==> src/rtl/core/mtep_pkg.sv <==
// ----------------------------------------------------------------------------
// mtep_pkg
// Shared types, phase codes, result kinds and status constants for the
// MIDI track event parser.
// ----------------------------------------------------------------------------
package mtep_pkg;

  // parse phases
  localparam logic [3:0] PH_FINISHED = 4'd0;
  localparam logic [3:0] PH_DELTA    = 4'd1;
  localparam logic [3:0] PH_STATUS   = 4'd2;
  localparam logic [3:0] PH_DATA1    = 4'd3;
  localparam logic [3:0] PH_DATA2    = 4'd4;
  localparam logic [3:0] PH_METATYPE = 4'd5;
  localparam logic [3:0] PH_SKIPLEN  = 4'd6;
  localparam logic [3:0] PH_SKIP     = 4'd7;

  // result kinds
  localparam logic [2:0] K_DELTA   = 3'd0;
  localparam logic [2:0] K_MSG     = 3'd1;
  localparam logic [2:0] K_TEMPO   = 3'd2;
  localparam logic [2:0] K_EOT     = 3'd3;
  localparam logic [2:0] K_RANOUT  = 3'd4;
  localparam logic [2:0] K_UNKNOWN = 3'd5;

  // status and meta codes
  localparam logic [7:0] ST_DEFAULT_RUN = 8'h80;
  localparam logic [7:0] ST_ONE_LO      = 8'hC0;
  localparam logic [7:0] ST_ONE_HI      = 8'hDF;
  localparam logic [7:0] ST_SYSTEM      = 8'hF0;
  localparam logic [7:0] ST_SYSEX       = 8'hF0;
  localparam logic [7:0] ST_SYSEX_ESC   = 8'hF7;
  localparam logic [7:0] ST_META        = 8'hFF;
  localparam logic [7:0] META_EOT       = 8'h2F;
  localparam logic [7:0] META_TEMPO     = 8'h51;
  localparam logic [31:0] TEMPO_LEN     = 32'd3;

  // output queue
  localparam int OUT_DEPTH = 4;
  localparam int OUT_PTR_W = $clog2(OUT_DEPTH);
  localparam int OUT_CNT_W = $clog2(OUT_DEPTH + 1);

  typedef struct packed {
    logic [3:0]  phase;
    logic [7:0]  running_status;
    logic [7:0]  event_status;
    logic [7:0]  first_data;
    logic [31:0] varlen_accum;
    logic [31:0] skip_remaining;
    logic [23:0] tempo_accum;
    logic [1:0]  tempo_bytes_seen;
    logic        tempo_capture;
  } parse_state_t;

  typedef struct packed {
    logic [2:0]  kind;
    logic [31:0] value;
    logic        last;
  } result_t;

  localparam parse_state_t ST_CLEAR = '{
    phase:            PH_FINISHED,
    running_status:   ST_DEFAULT_RUN,
    event_status:     8'h00,
    first_data:       8'h00,
    varlen_accum:     32'h0,
    skip_remaining:   32'h0,
    tempo_accum:      24'h0,
    tempo_bytes_seen: 2'd0,
    tempo_capture:    1'b0
  };

  function automatic logic one_data_byte(input logic [7:0] st);
    return st inside {[ST_ONE_LO:ST_ONE_HI]};
  endfunction

endpackage

==> src/rtl/core/mtep_if.sv <==
// ----------------------------------------------------------------------------
// mtep_if
// Valid/ready channels of the MIDI track event parser: byte input and
// result output.
// ----------------------------------------------------------------------------
interface mtep_in_if;
  logic       valid;
  logic       ready;
  logic [7:0] data_byte;
  logic       track_start;
  logic       chunk_end;

  modport source (output valid, data_byte, track_start, chunk_end, input ready);
  modport sink   (input valid, data_byte, track_start, chunk_end, output ready);
endinterface

interface mtep_out_if;
  logic        valid;
  logic        ready;
  logic [2:0]  result_kind;
  logic [31:0] result_value;
  logic        last_of_run;

  modport source (output valid, result_kind, result_value, last_of_run, input ready);
  modport sink   (input valid, result_kind, result_value, last_of_run, output ready);
endinterface

==> src/rtl/core/mtep_step.sv <==
// ----------------------------------------------------------------------------
// mtep_step
// One-byte parse step: next parser state and up to two results.
// ----------------------------------------------------------------------------
module mtep_step import mtep_pkg::*; (
  input  parse_state_t cur_state,
  input  logic [7:0]   data_byte,
  input  logic         track_start,
  input  logic         chunk_end,
  output parse_state_t nxt_state,
  output result_t      res0,
  output result_t      res1,
  output logic [1:0]   push_cnt
);

  parse_state_t s;
  logic         main_v;
  logic [2:0]   main_kind;
  logic [31:0]  main_val;
  logic         ranout;
  logic [31:0]  acc7;
  logic [31:0]  skip_dec;
  logic [23:0]  tempo_shift;

  always_comb begin
    s         = cur_state;
    main_v    = 1'b0;
    main_kind = K_DELTA;
    main_val  = 32'h0;
    if (track_start) begin
      s       = ST_CLEAR;
      s.phase = PH_DELTA;
    end
    acc7        = {s.varlen_accum[24:0], data_byte[6:0]};
    skip_dec    = s.skip_remaining - 32'd1;
    tempo_shift = {s.tempo_accum[15:0], data_byte};

    if (s.phase != PH_FINISHED) begin
      case (s.phase)
        PH_DELTA: begin
          s.varlen_accum = acc7;
          if (!data_byte[7]) begin
            main_v         = 1'b1;
            main_kind      = K_DELTA;
            main_val       = acc7;
            s.varlen_accum = 32'h0;
            s.phase        = PH_STATUS;
          end
        end
        PH_STATUS: begin
          if (data_byte < ST_SYSTEM) begin
            if (data_byte[7]) begin
              s.running_status = data_byte;
              s.event_status   = data_byte;
              s.phase          = PH_DATA1;
            end else begin
              // running status: this byte is already the first data byte
              s.event_status = s.running_status;
              s.first_data   = data_byte;
              if (one_data_byte(s.running_status)) begin
                main_v    = 1'b1;
                main_kind = K_MSG;
                main_val  = {16'h0, data_byte, s.running_status};
                s.phase   = PH_DELTA;
              end else begin
                s.phase = PH_DATA2;
              end
            end
          end else if (data_byte == ST_SYSEX || data_byte == ST_SYSEX_ESC) begin
            s.tempo_capture = 1'b0;
            s.varlen_accum  = 32'h0;
            s.phase         = PH_SKIPLEN;
          end else if (data_byte == ST_META) begin
            s.phase = PH_METATYPE;
          end else begin
            main_v    = 1'b1;
            main_kind = K_UNKNOWN;
            main_val  = {24'h0, data_byte};
            s.phase   = PH_FINISHED;
          end
        end
        PH_DATA1: begin
          s.first_data = data_byte;
          if (one_data_byte(s.event_status)) begin
            main_v    = 1'b1;
            main_kind = K_MSG;
            main_val  = {16'h0, data_byte, s.event_status};
            s.phase   = PH_DELTA;
          end else begin
            s.phase = PH_DATA2;
          end
        end
        PH_DATA2: begin
          main_v    = 1'b1;
          main_kind = K_MSG;
          main_val  = {8'h0, data_byte, s.first_data, s.event_status};
          s.phase   = PH_DELTA;
        end
        PH_METATYPE: begin
          if (data_byte == META_EOT) begin
            main_v    = 1'b1;
            main_kind = K_EOT;
            s.phase   = PH_FINISHED;
          end else begin
            s.tempo_capture = (data_byte == META_TEMPO);
            s.varlen_accum  = 32'h0;
            s.phase         = PH_SKIPLEN;
          end
        end
        PH_SKIPLEN: begin
          s.varlen_accum = acc7;
          if (!data_byte[7]) begin
            s.skip_remaining   = acc7;
            s.varlen_accum     = 32'h0;
            s.tempo_capture    = s.tempo_capture && (acc7 == TEMPO_LEN);
            s.tempo_accum      = 24'h0;
            s.tempo_bytes_seen = 2'd0;
            s.phase            = (acc7 == 32'h0) ? PH_DELTA : PH_SKIP;
          end
        end
        PH_SKIP: begin
          if (s.tempo_capture) begin
            s.tempo_accum      = tempo_shift;
            s.tempo_bytes_seen = s.tempo_bytes_seen + 2'd1;
          end
          s.skip_remaining = skip_dec;
          if (skip_dec == 32'h0) begin
            if (s.tempo_capture) begin
              main_v    = 1'b1;
              main_kind = K_TEMPO;
              main_val  = {8'h0, tempo_shift};
            end
            s.tempo_capture = 1'b0;
            s.phase         = PH_DELTA;
          end
        end
        default: begin
          s.phase = PH_FINISHED;
        end
      endcase
    end

    // chunk ran out while the track is still open
    ranout = chunk_end && (s.phase != PH_FINISHED);
    if (ranout) begin
      s.phase = PH_FINISHED;
    end

    nxt_state = s;
    if (main_v) begin
      res0 = '{kind: main_kind, value: main_val, last: !ranout};
    end else begin
      res0 = '{kind: K_RANOUT, value: 32'h0, last: 1'b1};
    end
    res1     = '{kind: K_RANOUT, value: 32'h0, last: 1'b1};
    push_cnt = {1'b0, main_v} + {1'b0, ranout};
  end

endmodule

==> src/rtl/core/mtep_out_fifo.sv <==
// ----------------------------------------------------------------------------
// mtep_out_fifo
// Small result queue: takes up to two results a cycle, hands out one.
// ----------------------------------------------------------------------------
module mtep_out_fifo import mtep_pkg::*; (
  input  logic       clk,
  input  logic       rst_n,
  input  logic [1:0] push_cnt,
  input  result_t    push0,
  input  result_t    push1,
  output logic       room,
  output logic       pop_valid,
  input  logic       pop_ready,
  output result_t    pop_data,
  output logic [OUT_CNT_W-1:0] count
);

  result_t              mem_r [OUT_DEPTH];
  logic [OUT_PTR_W-1:0] wr_ptr_r, wr_ptr_nxt;
  logic [OUT_PTR_W-1:0] rd_ptr_r, rd_ptr_nxt;
  logic [OUT_CNT_W-1:0] cnt_r, cnt_nxt;
  logic [OUT_PTR_W-1:0] wr_ptr_p1;
  logic                 pop;

  assign pop        = pop_valid && pop_ready;
  assign pop_valid  = (cnt_r != '0);
  assign pop_data   = mem_r[rd_ptr_r];
  // two free entries, so a two-result byte always fits
  assign room       = (cnt_r <= OUT_CNT_W'(OUT_DEPTH - 2));
  assign count      = cnt_r;
  assign wr_ptr_p1  = wr_ptr_r + OUT_PTR_W'(1);
  assign wr_ptr_nxt = wr_ptr_r + OUT_PTR_W'(push_cnt);
  assign rd_ptr_nxt = rd_ptr_r + OUT_PTR_W'(pop);
  assign cnt_nxt    = cnt_r + OUT_CNT_W'(push_cnt) - OUT_CNT_W'(pop);

  always_ff @(posedge clk) begin
    if (!rst_n) begin
      wr_ptr_r <= '0;
      rd_ptr_r <= '0;
      cnt_r    <= '0;
    end else begin
      wr_ptr_r <= wr_ptr_nxt;
      rd_ptr_r <= rd_ptr_nxt;
      cnt_r    <= cnt_nxt;
    end
  end

  always_ff @(posedge clk) begin
    if (push_cnt != 2'd0) begin
      mem_r[wr_ptr_r] <= push0;
    end
    if (push_cnt == 2'd2) begin
      mem_r[wr_ptr_p1] <= push1;
    end
  end

endmodule

==> src/rtl/core/midi_track_event_parser.sv <==
// ----------------------------------------------------------------------------
// midi_track_event_parser
// Parses standard MIDI file track chunk bytes into delta, channel message,
// tempo, end of track, data ran out and unknown status results.
// ----------------------------------------------------------------------------
// Usage:
//   in_ch carries one track byte per item with track_start and chunk_end
//   flags; out_ch carries result items (kind, value, last_of_run).
//   A byte is captured in an input register, parsed once the output queue
//   has room and its results written to the four-entry output queue; the
//   first result is offered from the queue after that write.
//   Throughput is one byte per cycle while the queue has room. Most bytes
//   give zero or one result; a byte that gives two (a final token plus
//   data ran out) writes both to the queue at once. The queue accepts a
//   parse step only while it has two free entries, so in_ch.ready drops
//   once a byte is held and more than two results wait.
//   When the receiver stalls, results stay queued and in order, and the
//   input stalls once more than two results are queued.
//   After reset the parser is finished: bytes are dropped until one comes
//   with track_start, which clears running status to 0x80 and starts the
//   initial delta time.
// ----------------------------------------------------------------------------
module midi_track_event_parser import mtep_pkg::*; (
  input  logic   clk,
  input  logic   rst_n,
  mtep_in_if.sink     in_ch,
  mtep_out_if.source  out_ch
);

  logic         in_v_r;
  logic [7:0]   in_byte_r;
  logic         in_start_r;
  logic         in_end_r;
  logic         in_acc;
  logic         fire;
  logic         room;

  parse_state_t state_r, state_nxt;
  result_t      res0, res1, pop_data;
  logic [1:0]   step_cnt, push_cnt;
  logic [OUT_CNT_W-1:0] q_count;

  assign in_acc      = in_ch.valid && in_ch.ready;
  assign fire        = in_v_r && room;
  assign in_ch.ready = !in_v_r || fire;
  assign push_cnt    = fire ? step_cnt : 2'd0;

  always_ff @(posedge clk) begin
    if (!rst_n) begin
      in_v_r <= 1'b0;
    end else if (in_acc) begin
      in_v_r <= 1'b1;
    end else if (fire) begin
      in_v_r <= 1'b0;
    end
  end

  always_ff @(posedge clk) begin
    if (in_acc) begin
      in_byte_r  <= in_ch.data_byte;
      in_start_r <= in_ch.track_start;
      in_end_r   <= in_ch.chunk_end;
    end
  end

  always_ff @(posedge clk) begin
    if (!rst_n) begin
      state_r <= ST_CLEAR;
    end else if (fire) begin
      state_r <= state_nxt;
    end
  end

  mtep_step u_step (
    .cur_state   (state_r),
    .data_byte   (in_byte_r),
    .track_start (in_start_r),
    .chunk_end   (in_end_r),
    .nxt_state   (state_nxt),
    .res0        (res0),
    .res1        (res1),
    .push_cnt    (step_cnt)
  );

  mtep_out_fifo u_out_fifo (
    .clk       (clk),
    .rst_n     (rst_n),
    .push_cnt  (push_cnt),
    .push0     (res0),
    .push1     (res1),
    .room      (room),
    .pop_valid (out_ch.valid),
    .pop_ready (out_ch.ready),
    .pop_data  (pop_data),
    .count     (q_count)
  );

  assign out_ch.result_kind  = pop_data.kind;
  assign out_ch.result_value = pop_data.value;
  assign out_ch.last_of_run  = pop_data.last;

  // queue never overflows
  a_queue_bound: assert property (@(posedge clk) disable iff (!rst_n)
    q_count <= OUT_CNT_W'(OUT_DEPTH))
    else $error("result queue overflow");

  // a held input byte stays put until it is parsed
  a_stage_hold: assert property (@(posedge clk) disable iff (!rst_n)
    (in_v_r && !fire) |=> (in_v_r && $stable(in_byte_r) && $stable(in_end_r)))
    else $error("input stage changed while waiting");

  // the final byte of a chunk always leaves the parser finished
  a_chunk_end_stops: assert property (@(posedge clk) disable iff (!rst_n)
    (fire && in_end_r) |=> (state_r.phase == PH_FINISHED))
    else $error("parser still active after chunk end");

  // no results while finished without a track start
  a_idle_silent: assert property (@(posedge clk) disable iff (!rst_n)
    (fire && !in_start_r && state_r.phase == PH_FINISHED) |-> (push_cnt == 2'd0))
    else $error("result from a finished parser");

endmodule

==> src/flat_wrapper.sv <==
// flat-port wrapper written by rule: the top's interface ports become plain ports
module midi_track_event_parser_flat import mtep_pkg::*;
  (clk, rst_n, in_ch_valid, in_ch_data_byte, in_ch_track_start, in_ch_chunk_end, in_ch_ready, out_ch_valid, out_ch_result_kind, out_ch_result_value, out_ch_last_of_run, out_ch_ready);
  mtep_in_if in_ch_i ();
  mtep_out_if out_ch_i ();
  input  logic clk;
  input  logic rst_n;
  input wire logic [$bits(in_ch_i.valid)-1:0] in_ch_valid;
  input wire logic [$bits(in_ch_i.data_byte)-1:0] in_ch_data_byte;
  input wire logic [$bits(in_ch_i.track_start)-1:0] in_ch_track_start;
  input wire logic [$bits(in_ch_i.chunk_end)-1:0] in_ch_chunk_end;
  output wire logic [$bits(in_ch_i.ready)-1:0] in_ch_ready;
  output wire logic [$bits(out_ch_i.valid)-1:0] out_ch_valid;
  output wire logic [$bits(out_ch_i.result_kind)-1:0] out_ch_result_kind;
  output wire logic [$bits(out_ch_i.result_value)-1:0] out_ch_result_value;
  output wire logic [$bits(out_ch_i.last_of_run)-1:0] out_ch_last_of_run;
  input wire logic [$bits(out_ch_i.ready)-1:0] out_ch_ready;
  assign in_ch_i.valid = in_ch_valid;
  assign in_ch_i.data_byte = in_ch_data_byte;
  assign in_ch_i.track_start = in_ch_track_start;
  assign in_ch_i.chunk_end = in_ch_chunk_end;
  assign in_ch_ready = in_ch_i.ready;
  assign out_ch_valid = out_ch_i.valid;
  assign out_ch_result_kind = out_ch_i.result_kind;
  assign out_ch_result_value = out_ch_i.result_value;
  assign out_ch_last_of_run = out_ch_i.last_of_run;
  assign out_ch_i.ready = out_ch_ready;
  midi_track_event_parser u_core (.clk(clk), .rst_n(rst_n), .in_ch(in_ch_i), .out_ch(out_ch_i));
endmodule
==> config.mk <==
export PLATFORM = sky130hd
export DESIGN_NAME = midi_track_event_parser_flat
export DESIGN_NICKNAME = d
export VERILOG_FILES = /design/src/rtl/core/mtep_pkg.sv /design/src/rtl/core/mtep_if.sv /design/src/rtl/core/mtep_step.sv /design/src/rtl/core/mtep_out_fifo.sv /design/src/rtl/core/midi_track_event_parser.sv /design/src/flat_wrapper.sv
export SDC_FILE = /design/constraint.sdc
export NUM_CORES = 1
export LEC_CHECK = 0
export BUFFER_PORTS_ARGS = -buffer_cell sky130_fd_sc_hd__clkbuf_2
export CAP_MARGIN = 10
export CORE_ASPECT_RATIO = 0.8
export CORE_MARGIN = 2
export CORE_UTILIZATION = 45
export CTS_BUF_LIST = sky130_fd_sc_hd__clkbuf_8
export CTS_CLUSTER_DIAMETER = 100
export DETAILED_ROUTE_END_ITERATION = 8
export RECOVER_POWER = 25
export SKIP_LAST_GASP = 1
export SYNTH_ARGS = -nofsm -noshare
export SYNTH_HDL_FRONTEND = slang
export SYNTH_SLANG_ARGS = --single-unit
export TNS_END_PERCENT = 5
==> constraint.sdc <==
create_clock -name clk -period 18.2 [get_ports clk]
set_input_delay 0.91 -clock clk [delete_from_list [all_inputs] [get_ports clk]]
set_output_delay 0.91 -clock clk [all_outputs]
set_load 0.05 [all_outputs]
# After elaboration in Yosys (flattened, before gate mapping)
# Memories as Yosys holds them, arrays and structs flattened. A register that Yosys moved wholly into a read port is not among the register bits.
# Cells that the tools add are included.
[op_classes] shift=0 order_cmp=6 bitwise=0 div=0 n_reduce_logical=18 muxes=76 add_sub_neg=8 mul=0 eq_ne=14
[ops] operator="$mux W32" count=8
[ops] operator="$mux W119" count=2
[ops] operator="$pmux W32 S5" count=1
[ops] operator="$pmux W32 S4" count=1
[ops] operator="$pmux W58 S2" count=1
[ops] operator="$mux W91" count=1
[ops] operator="$logic_not A32 Y1" count=2
[ops] operator="$mux W24" count=2
[ops] operator="$mux W36" count=1
[ops] operator="$eq A32 B2 Y1 const B" count=1
[ops] operator="$mux W16" count=2
[ops] operator="$mux W8" count=4
[ops] operator="$sub A32 B1 Y32 const B" count=1
[ops] operator="$mux W15" count=2
[ops] operator="$mux W4" count=7
[ops] operator="$pmux W4 S7" count=1
[ops] operator="$mux W3" count=9
[ops] operator="$mux W26" count=1
[ops] operator="$eq A8 B8 Y1 const B" count=3
[ops] operator="$mux W1" count=24
[ops] operator="$eq A4 B3 Y1 const B" count=4
[ops] operator="$ge A8 B8 Y1 const B" count=2
[ops] operator="$le A8 B8 Y1 const B" count=2
[ops] operator="$pmux W8 S2" count=1
[ops] operator="23 further kinds" count=39
[totals] romBits=0 wordCells=139 latchBits=0 ram_bits=144 reg_bits=137 memories=1 in_bits=14
[memory_table] name="u_core.u_out_fifo.mem_r" depth=4 word_bits=36 rd=1 rd_clocked_by_memory_dff=1 write_ports=2 line="mtep_out_fifo.sv:18" source="result_t mem_r [OUT_DEPTH];"

# Logic depth before layout (Yosys ltp)
[depth] depth_word=15 depth_mapped=26 depth_no_buf=21

# Hierarchy
# Synthesis repeated with hierarchy kept, for this count alone.
[hier_totals] cells_unflattened=1759 area_unflattened_um2=16887.4
[modules_own_cells] mod="mtep_out_fifo" seq_area_each_um2=4464.3 instances=1 cells_each=393 area_per_inst_um2=7380.8
[modules_own_cells] mod="midi_track_event_parser" seq_area_each_um2=2702.6 instances=1 cells_each=561 area_per_inst_um2=4839.6
[modules_own_cells] mod="mtep_step" seq_area_each_um2=0.0 instances=1 cells_each=805 area_per_inst_um2=4667.0

# Least setup slack after synthesis
# Ideal clock, no wire load.
[synth_path] path_type="reg-to-reg" start="register u_core.in_start_r" end="register u_core.u_out_fifo.cnt_r[2] (netlist: u_core.u_out_fifo.count[2])" path_buffers=4 required_time_ps=18085 arrival_time_ps=5582 period_less_slack_ps=5697 slack_ps=12503 path_stages_with_launch=26 setup_time_ps=115 path_cell_list="edfxtp_1 -> clkbuf_1 -> clkinv_1 -> clkbuf_1 -> buf_1 -> nand2_1 -> ha_1 -> nor4b_2 -> nand3_1 -> o31a_1 -> nor4b_1 -> o211ai_1 -> nor4_4 -> nor3b_1 -> inv_1 -> ha_1 -> clkbuf_1 -> and3_1 -> inv_1 -> ha_1 -> inv_1 -> ha_1 -> fa_1 -> xnor2_1 -> xnor2_1 -> and2_1"
[synth_via] elab_chain_len=14 word_cells_on_any_way=42 classes_between="add/sub (4); order compare (4); eq/ne (7); mux (20); reduce/logical (7)"
[synth_lines] element="start: declaration" line="midi_track_event_parser.sv:32" source="logic in_start_r;"
[synth_lines] element="start signal: assignment" line="midi_track_event_parser.sv:61" source="in_start_r <= in_ch.track_start;"
[synth_lines] element="$mux W119 *" line="mtep_step.sv:30" source="if (track_start) begin"
[synth_lines] element="branches (longest 9 deep; another with $sub A32 B1 Y32)"
[synth_lines] element="$add A1 B1 Y2 *" line="mtep_step.sv:156" source="push_cnt = {1'b0, main_v} + {1'b0, ranout};"
[synth_lines] element="$mux W2 *" line="midi_track_event_parser.sv:46" source="assign push_cnt = fire ? step_cnt : 2'd0;"
[synth_lines] element="$add A3 B2 Y3 *" line="mtep_out_fifo.sv:34" source="assign cnt_nxt = cnt_r + OUT_CNT_W'(push_cnt) - OUT_CNT_W'(pop);"
[synth_lines] element="$sub A3 B1 Y3 *" line="mtep_out_fifo.sv:34"
[synth_lines] element="end signal: assignment" line="mtep_out_fifo.sv:44" source="cnt_r <= cnt_nxt;"
[synth_lines] element="end: declaration" line="mtep_out_fifo.sv:21" source="logic [OUT_CNT_W-1:0] cnt_r, cnt_nxt;"
# Mark *: on every way between the ends.
# A chain may end at the register's enable or synchronous reset.

==> flow_summary.toml <==
[outcome]
outcome = "finished, violations left"
failed_checks = "capacitance limit, slew limit"

[cts]
cts_resized = 0
cts_setup_buffers = 0
path_clk_slew_ns = 0.06
cts_made_buffers = 45
htree_levels = 2
cts_root_buf = "clkbuf_8"
cts_sinks = 264
cts_hold_buf = 0
clk_latency_ns = 0.59
clk_path_buf_depth = 3
cts_tree = "done"

[placement]
port-buffer-count = 51
hpwl_um = 27300
postPlaceCellArea_sq_um = 13700
gp_congestion = 0.922

[logic_synthesis]
synth_fp_nets = 1584
ys_types = 78
synth_area_sq_um = 13300
yosysSeqAreaShare_pct = 40.6
synth_xor_area_share_pct = 0.990
ys.flop_type = "dfxtp_1"
synth_edf_count = 10
synth_warnings = 0
ys_async_sr_fraction_pct = 0
muxShareOfSynthArea_pct = 6.89
synth-compound-area-share_pct = 26.4
synth-simple-area-share_pct = 19.5
synth_top_family_by_area = "compound AO/OA/AOI/OAI gates"
synth-seq-cells = 264
synthCells = 1561
synthAdderAreaFrac_pct = 0.905
synth.avg_cell_area_sq_um = 8.50

[detailed_routing]
viasPerCell = 6.27
route.detailed.drc = 0
num_vias = 12200
ant_nets = 0
wirelength_um = 42400
wl_per_cell_um = 21.8
drt_iter0_markers = 1403
drt-pass1-iter-count = 8

[floorplanning]
initial_core_util_pct = 45.5
coreArea_sq_um = 29100
die_w_um = 196
ioPinCount = 52
rows = 56
dieHeight_um = 158
dieArea_sq_um = 30900

[grt]
gr-total-overflow = 0
grt_pass1_vias = 11200
grt_max_degree = 112
grt_use_total_pct = 27.3
antenna_found_initial = 1
grt_first_pass_wirelength_um = 66000

[power_and_ir_drop]
power_density_nw_per_um2 = 126
vdd_drop_max_v = 0.000121
p_leak_uw = 0.00513

[timing]
fin_skew_ns = 0.0294
fin_crit_ns = 7.53
worstMarginPinSlew_ns = 4.03
slew_viol_final = 150
final_min_period_over_clock_period_pct = 41.4
hold_viol_final = 0
fmax_mhz = 133
rsz0062_at_grt = "no"
tns_ns = 0
maxSlewHeadroom_pct = -169
setup_viol = 0

[layout]
syn2layout_area_growth_pct = 9.97
drive_above_1_share_pct = 12.3
stdcell_area_sq_um = 14600
final_net_count = 1561
n_fill_cell = 2827

[critical_path]
cp.required_ns = 18.68
crit_path_start = "u_core.in_start_r$_DFFE_PP_"
timing.rr.start = "u_core.in_start_r$_DFFE_PP_"
worstPathArrival_ns = 8.01
cp_max_fo = 62
critPathKind = "reg -> reg"
worstSetupEndpointType = "register"
startpoint_type = "register"

[job]
cap_viol_max_count = 2

[worst_hold_path]
min_from = "u_core.u_out_fifo.mem_r[0][26]$_SDFFE_PP0P_"
worstHoldPathType = "reg -> reg"
==> metrics by stage <==
| stage | worst slack (ns) | hold WS, ns | util, % | total power (uW) | cells |
|---|---|---|---|---|---|
| floorplan | 12.50 | 0.429 | - | 1150 | 1561 |
| global placement | 11.21 | 0.439 | 46.9 | 1270 | 1868 |
| detailed placement | 10.91 | 0.444 | 46.9 | 1280 | 1868 |
| CTS | 10.86 | 0.453 | 50.1 | 1840 | 1948 |
| global route | 10.08 | 0.471 | 50.0 | 1920 | 1948 |
| finish | 10.67 | 0.455 | 50.1 | 1830 | 1949 |
==> final timing paths <==
path                                                 endpoint  slack (ns)  cells after the start
setup / recovery   u_core.u_out_fifo.mem_r[0][3]$_SDFFE_PP0P_       10.67                     18
hold / removal    u_core.u_out_fifo.mem_r[0][26]$_SDFFE_PP0P_        0.45                      2
setup reg to reg   u_core.u_out_fifo.mem_r[0][3]$_SDFFE_PP0P_       10.67                     18
hold reg to reg   u_core.u_out_fifo.mem_r[0][26]$_SDFFE_PP0P_        0.45                      2
==> metal layers <==
metal / GRT usage (%) / share of wire, % / up-vias / wire length [um]
li1: - / - / 5726 / -
met1: 39.9 / 47 / 5917 / 19800
met2: 40.2 / 43 / 498 / 18100
met3: 5.58 / 8.1 / 83 / 3450
met4: 9.02 / 2.7 / 0 / 1140
met5: 0 / 0 / - / 0
==> cell usage after synthesis (7+ instances only) <==
| cell | instances | area, sq um |
|---|---|---|
| dfxtp_1 | 254 | 5080 |
| a21oi_1 | 162 | 811 |
| o21ai_0 | 160 | 801 |
| nand2_1 | 155 | 582 |
| clkbuf_1 | 127 | 477 |
| nor2_1 | 78 | 293 |
| nor2b_1 | 77 | 482 |
| a22oi_1 | 75 | 563 |
| nand3_1 | 54 | 270 |
| mux4_2 | 36 | 811 |
| nor3_1 | 25 | 125 |
| inv_1 | 21 | 78.8 |
| nor4_1 | 21 | 131 |
| a32o_1 | 20 | 200 |
| and2_1 | 18 | 113 |
| nand4_1 | 16 | 100 |
| a21boi_0 | 15 | 113 |
| xnor2_1 | 12 | 105 |
| a211oi_1 | 11 | 82.6 |
| and3_1 | 11 | 68.8 |
| buf_1 | 10 | 37.5 |
| edfxtp_1 | 10 | 300 |
| a221oi_1 | 9 | 78.8 |
| a22o_1 | 9 | 78.8 |
| o31a_1 | 9 | 78.8 |
| or3_1 | 9 | 56.3 |
| ha_1 | 8 | 100 |
| a31oi_1 | 7 | 43.8 |
| mux2i_1 | 7 | 70.1 |
| nand2b_1 | 7 | 43.8 |
==> registers in the layout (all words and copies together) (netlist names) <==
name	flops
u_core.in_byte_r	8
u_core.state_r	102
u_core.u_out_fifo.count	3
u_core.in_start_r	1
u_core.u_out_fifo.wr_ptr_r	2
u_core.in_end_r	1
u_core.in_v_r	1
u_core.u_out_fifo.mem_r	144
u_core.u_out_fifo.rd_ptr_r	2
==> final cells by class <==
cell class / count / area (sq um) / area share [%]
clock inverters: 20 / 129 / 0.883
repair buffers: 74 / 404 / 2.77
multi-input cells: 1131 / 7290 / 49.9
clock buffers: 60 / 826 / 5.66
inverters: 22 / 82.6 / 0.566
diodes: 1 / 2.50 / 0.0172
flip-flops and latches: 264 / 5390 / 36.9
well taps: 377 / 472 / 3.23
==> report_power, final <==
part | leakage, uW | switching (uW) | internal [uW]
Clock | 0.000525 | 256 | 310
Combinational | 0.00244 | 350 | 185
Sequential | 0.00216 | 68.7 | 663
Total | 0.00513 | 674 | 1160
==> layout by cell type, fill, tap and decap left out, types with 7 or more instances in the layout <==
cell type	n
a21boi_0	15
or3_1	9
a32o_1	20
inv_1	28
ha_1	8
nor2b_1	77
nor2_1	75
mux4_2	36
a21oi_1	162
a221oi_1	9
a31oi_1	7
a22o_1	9
clkinv_2	8
nand3_1	54
and2_1	16
nand4_1	16
o21ai_0	160
nor3_1	23
buf_4	21
xnor2_1	12
and3_1	11
nand2_1	155
nand2b_1	7
a22oi_1	75
clkbuf_2	38
a211oi_1	11
edfxtp_1	10
o31a_1	9
nor4_1	20
mux2i_1	7
dfxtp_1	252
clkbuf_8	60
clkbuf_1	15
==> critical path: stages (launching register included) <==
cell and delay (ns):
edfxtp_1 0.32, buf_4 0.55, clkinv_1 0.35, nand2_1 0.20, ha_1 0.55, nor4b_2 0.67
nand3_1 0.35, o31a_1 0.40, nor4b_1 0.16, o211ai_1 0.39, nor4_4 0.09, buf_4 0.24
nor3b_1 0.52, inv_1 0.10, ha_1 0.43, o21ai_1 0.76, nand2b_1 0.86, o21ai_0 0.20
a32o_1 0.25
==> logic make-up (layout without fill, tap and decap cells) <==
group	Yosys count	in the layout
AOI/OAI and AO/OA	555	555
and+or+nand+nor	506	506
DFF	264	264
buffers and inverters	166	176
muxes	46	46
xor gates and xnor gates	15	15
adders and majority gates	9	9
other	0	1
(Power assumes the default switching activity.)
